**src/rtl/rbsf_pkg.sv**
```systemverilog
// Package: payload structs, config index codes and shared helpers for the spring force block.
package rbsf_pkg;

	localparam int unsigned COMP_W = 16;
	localparam int unsigned VEC_W  = 3 * COMP_W;

	typedef enum logic [1:0] {
		CFG_STIFFNESS  = 2'd0,
		CFG_DAMPING    = 2'd1,
		CFG_FIRST_OFF  = 2'd2,
		CFG_SECOND_OFF = 2'd3
	} cfg_idx_t;

	typedef struct packed {
		logic              which_end;
		logic [VEC_W-1:0]  body_position;
		logic [63:0]       body_orientation;
		logic [15:0]       body_scale;
		logic [VEC_W-1:0]  body_velocity;
		logic [VEC_W-1:0]  body_angular_velocity;
		logic [VEC_W-1:0]  other_position;
	} in_t;

	typedef struct packed {
		logic [VEC_W-1:0] force_delta;
		logic [VEC_W-1:0] torque_delta;
		logic             saturated;
	} out_t;

	typedef struct packed {
		logic [15:0]      stiffness;
		logic [15:0]      damping;
		logic [VEC_W-1:0] first_off;
		logic [VEC_W-1:0] second_off;
	} cfg_t;

	// Pull one signed component out of a packed vector.
	function automatic logic signed [COMP_W-1:0] comp(input logic [VEC_W-1:0] v,
		input int unsigned i);
		return $signed(v[i*COMP_W +: COMP_W]);
	endfunction

	// Cyclic successor indices for cross products.
	function automatic int unsigned nx1(input int unsigned i);
		case (i)
			0:       return 1;
			1:       return 2;
			default: return 0;
		endcase
	endfunction

	function automatic int unsigned nx2(input int unsigned i);
		case (i)
			0:       return 2;
			1:       return 0;
			default: return 1;
		endcase
	endfunction

	// Clip to the component range; bit COMP_W is the clip flag.
	function automatic logic [COMP_W:0] sat_c(input logic signed [62:0] v);
		logic signed [62:0] hi;
		logic signed [62:0] lo;
		hi = 63'sd32767;
		lo = -63'sd32768;
		if (v > hi) return {1'b1, 16'h7fff};
		else if (v < lo) return {1'b1, 16'h8000};
		else return {1'b0, v[COMP_W-1:0]};
	endfunction

endpackage

```
**src/rtl/rbsf_cfg.sv**
```systemverilog
// Configuration register file: stiffness, damping and the two attach offsets.
module rbsf_cfg (
	input  logic                 clk,
	input  logic                 arst_n,
	input  logic                 cfg_valid,
	output logic                 cfg_ready,
	input  logic [1:0]           cfg_index,
	input  logic [rbsf_pkg::VEC_W-1:0] cfg_data,
	output rbsf_pkg::cfg_t       regs
);

	rbsf_pkg::cfg_t regs_q;

	assign cfg_ready = 1'b1;
	assign regs      = regs_q;

	// Write the addressed register on a transfer; drop unknown indices.
	always_ff @(posedge clk or negedge arst_n) begin
		if (!arst_n) begin
			regs_q <= '0;
		end else if (cfg_valid) begin
			case (rbsf_pkg::cfg_idx_t'(cfg_index))
				rbsf_pkg::CFG_STIFFNESS:  regs_q.stiffness  <= cfg_data[15:0];
				rbsf_pkg::CFG_DAMPING:    regs_q.damping    <= cfg_data[15:0];
				rbsf_pkg::CFG_FIRST_OFF:  regs_q.first_off  <= cfg_data;
				rbsf_pkg::CFG_SECOND_OFF: regs_q.second_off <= cfg_data;
				default: ;
			endcase
		end
	end

endmodule
```
**config.mk**
```make
export PLATFORM = sky130hd
export DESIGN_NAME = rbsf_cfg
export DESIGN_NICKNAME = d
export VERILOG_FILES = /design/src/rtl/rbsf_pkg.sv /design/src/rtl/rbsf_cfg.sv
export SDC_FILE = /design/constraint.sdc
export NUM_CORES = 1
export LEC_CHECK = 0
export ABC_CLOCK_PERIOD_IN_PS = 810
export BUFFER_PORTS_ARGS = -buffer_cell sky130_fd_sc_hd__buf_4
export CAP_MARGIN = 20
export CORE_AREA = 2 2 163 85
export CTS_BUF_LIST = sky130_fd_sc_hd__clkbuf_4
export DETAILED_ROUTE_END_ITERATION = 10
export DIE_AREA = 0 0 165 87
export HOLD_SLACK_MARGIN = 0.12
export PLACE_DENSITY_LB_ADDON = 0.1
export SYNTH_ARGS = -nofsm -noshare
export SYNTH_HDL_FRONTEND = slang
export SYNTH_SLANG_ARGS = --single-unit
```
**constraint.sdc**
```tcl
create_clock -name clk -period 0.81 [get_ports clk]
set_input_delay 0.162 -clock clk [delete_from_list [all_inputs] [get_ports clk]]
set_output_delay 0.162 -clock clk [all_outputs]
set_load 0.03 [all_outputs]
```
==> results.md <==
* DP Worst Slack at -0.437 ns
* Max stage delay on crit path at between 0.4 and 0.5 ns
* Post-Synthesis Mean Instance Area at roughly 18 um2
* Final period util at 152%
* DR vias/cell at 4.43
* RSZ-0062 raised after global routing: true
* Static leakage at 4.14 nW
* # setup viols final at between 150 and 200
* Violated checks: setup timing
* Total vias in the final route at approximately 3300
* PortBufs at 180
* Layout Nets at about 600
* Non-filler cells, final at 752
* Largest delay share family, worst path: flip-flops
* CP Data Required Time at between 0.6 and 0.7 ns
* Total global-route track usage at 18.3%
* Area Overhead vs Synth at 76.0%
* Dpl hpwl at just over 8 mm
* Drt wl/cell at 17.0 um
* CTS root buffer: clkbuf_4
* Die Span X at roughly 170 um
* Worst skew pair latency at around 0.47 ns
* Routed wire length at approximately 13 mm
* Residual DRC count at 0
* Initial core utilization at a little under two fifths
* Final instance area at 0.00849 mm2
* Num CTS Buffers at 17
* Ant diodes at 0
* Die ar. at about 0.014 mm2
* Pwr dens at 2610 mW/mm2
* Number of global-route vias before repair at roughly 3600
* Clock slew at reported path FFs at around 0.11 ns
* Netlist Area Pre-Place at roughly 0.0048 mm2
* Synthesized flop and latch total at around 130
* CP arrival at about 1.1 ns
* Yosys top cell by area: dfrtp_1
* Drt pass-1 iters at 4
* Placed insts at between 600 and 700
* Initial antenna violation count at 0
* GRT overflow at 0
* Peak supply drop at roughly 1500 uV
* Max reg flops at 128
* CTS tree: built
* Slowest-stage cell, CP: dfrtp_2
* Clock buffer depth at 2
* MaxCap Viol Count at 0
* Sequential share of the synthesized area at 66.4%
* # clock sinks at 128
* Synth cell types at 12
* Ranking of synthesized cells by area: dfrtp_1 (66%), mux2_2 (25%), mux2_4 (3.1%)
* CTS HTree Levels at 4
* Outcome: finished with violations
* Share of cells above drive strength 1 at ~74%
* Core Rows at 30
* CP Capture Type: output pin
* Largest fanout on the critical path at 2
* Io pins at 182
* Setup WS post-layout at -0.424 ns
* Synth Instances at around 270
* Largest net degree at the start of global routing at 41
* Hold buffer count at CTS at 50
* Pwr Total at about 22 mW
* Synth top area share at 66.4%
* CP Buf/Inv Count at 1
* Warnings from Yosys at 0
* Min cycle time layout at around 1.2 ns
* Die span in y at between 80 and 90 um
* Setup CP Type: register to output pin
* Max-slew violations at 0
* Placer congestion estimate at roughly 0.73
* Placement Cell Area at around 0.0068 mm2
* First-pass GRT wire length at 19.8 mm
* Area of the core at 0.0131 mm2
* Fmax at slightly above 800 MHz
* Cell Chain, Critical Path: buf_6
* Clock Skews at 0 ns
* Final Hold Vio Count at 0
* Antenna Nets Post-Route at 0
* Worst min path class: input port to asynchronous set/reset pin
* DRT iter0 DRCs at roughly 110
* Startpoint Class: register
* Syn_nets at 327
==> repair_timing <==
action	4_1_cts	5_1_grt
cloned	0	0
hold endpoints to repair	256	5
setup buffers	27	15
setup endpoints to repair	128	174
resized for setup	138	28
pin swaps	0	0
==> path summary, 6_finish.rpt <==
check	startpoint	end	slack [ns]	cells past startpoint
max in group asynchronous	arst_n	regs[5]	0.26	3
worst max register to register	regs[14]	regs[14]	-0.20	3
worst min-delay path	arst_n	regs[106]	0.05	2
min in group clk	cfg_index[1]	regs[7]	0.14	3
worst max-delay path	regs[14]	regs[14]	-0.42	1
worst min register to register	regs[52]	regs[52]	0.54	1
==> per-layer routing <==
layer	up-vias	track usage (%)	part of all wire, %
met5	-	0	0
met4	0	5.45	0.71
met3	10	6.76	7.6
met2	100	28.4	47
met1	1677	24.2	45
li1	1548	-	-
==> worst reg2reg max path: cells and delay by family, from the launching register on <==
family	cells	cell delay (ns)
multiplexers	1	0.24
flip-flops	1	0.44
buffers and inverters	2	0.22
==> synth_stat cells <==
library cell	number
nand3b_1	1
nand3_1	1
dfrtp_1	128
mux2_4	10
mux2_2	108
nand3b_2	1
buf_4	3
buf_2	6
mux2_1	10
nor3b_4	1
conb_1	1
buf_6	4
==> stage by stage <==
| stage | TNS [ns] | util, % | hold WS, ns |
|---|---|---|---|
| finish | -52.89 | 64.8 | 0.0504 |
| global route | -65.71 | 64.8 | 0.00278 |
| CTS | -60.74 | 63.6 | 0.0969 |
| detailed placement | -46.58 | 51.7 | 0.0265 |
| global placement | -45.48 | 51.7 | 0.0219 |
| floorplan | -19.02 | - | -0.134 |
==> cell type report <==
| class | count | area (um2) |
|---|---|---|
| Fill cell | 955 | 4610 |
| Timing Repair Buffer | 283 | 2920 |
| Tap cell | 176 | 220 |
| Multi-Input combinational cell | 133 | 1770 |
| Sequential cell | 128 | 3250 |
| Clock buffer | 19 | 143 |
| Clock inverter | 13 | 193 |
==> cells in the final DEF (no fill, tap or decap) <==
cell           netlist  routed
conb_1               1       1
mux2_2             108      59
nand3b_1             1       1
clkinv_1             0       3
clkinv_2             0       3
dfrtp_1            128      94
buf_6                4     150
buf_4                3      75
dlygate4sd3_1        0      49
dfrtp_2              0      34
nor3b_4              1       1
bufinv_16            0       5
buf_12               0       9
nand3_4              0       1
clkinv_4             0       1
mux2_4              10      69
clkbuf_4             0      19
clkinvlp_4           0       1
nand3b_4             0       1
==> power breakdown <==
| group | internal (mW) | switching (mW) |
|---|---|---|
| Clock | 2.79 | 2.28 |
| Combinational | 4.51 | 3.94 |
| Sequential | 7.66 | 0.967 |
| Total | 15.0 | 7.18 |
==> cells by family after synthesis <==
group	synth area share, %
buffers and inverters	2.02
flip-flops	66.4
multiplexers	30.6
other	0.0777
AND/OR/NAND/NOR	0.881
Note: power is estimated with default switching activity, not from simulation.
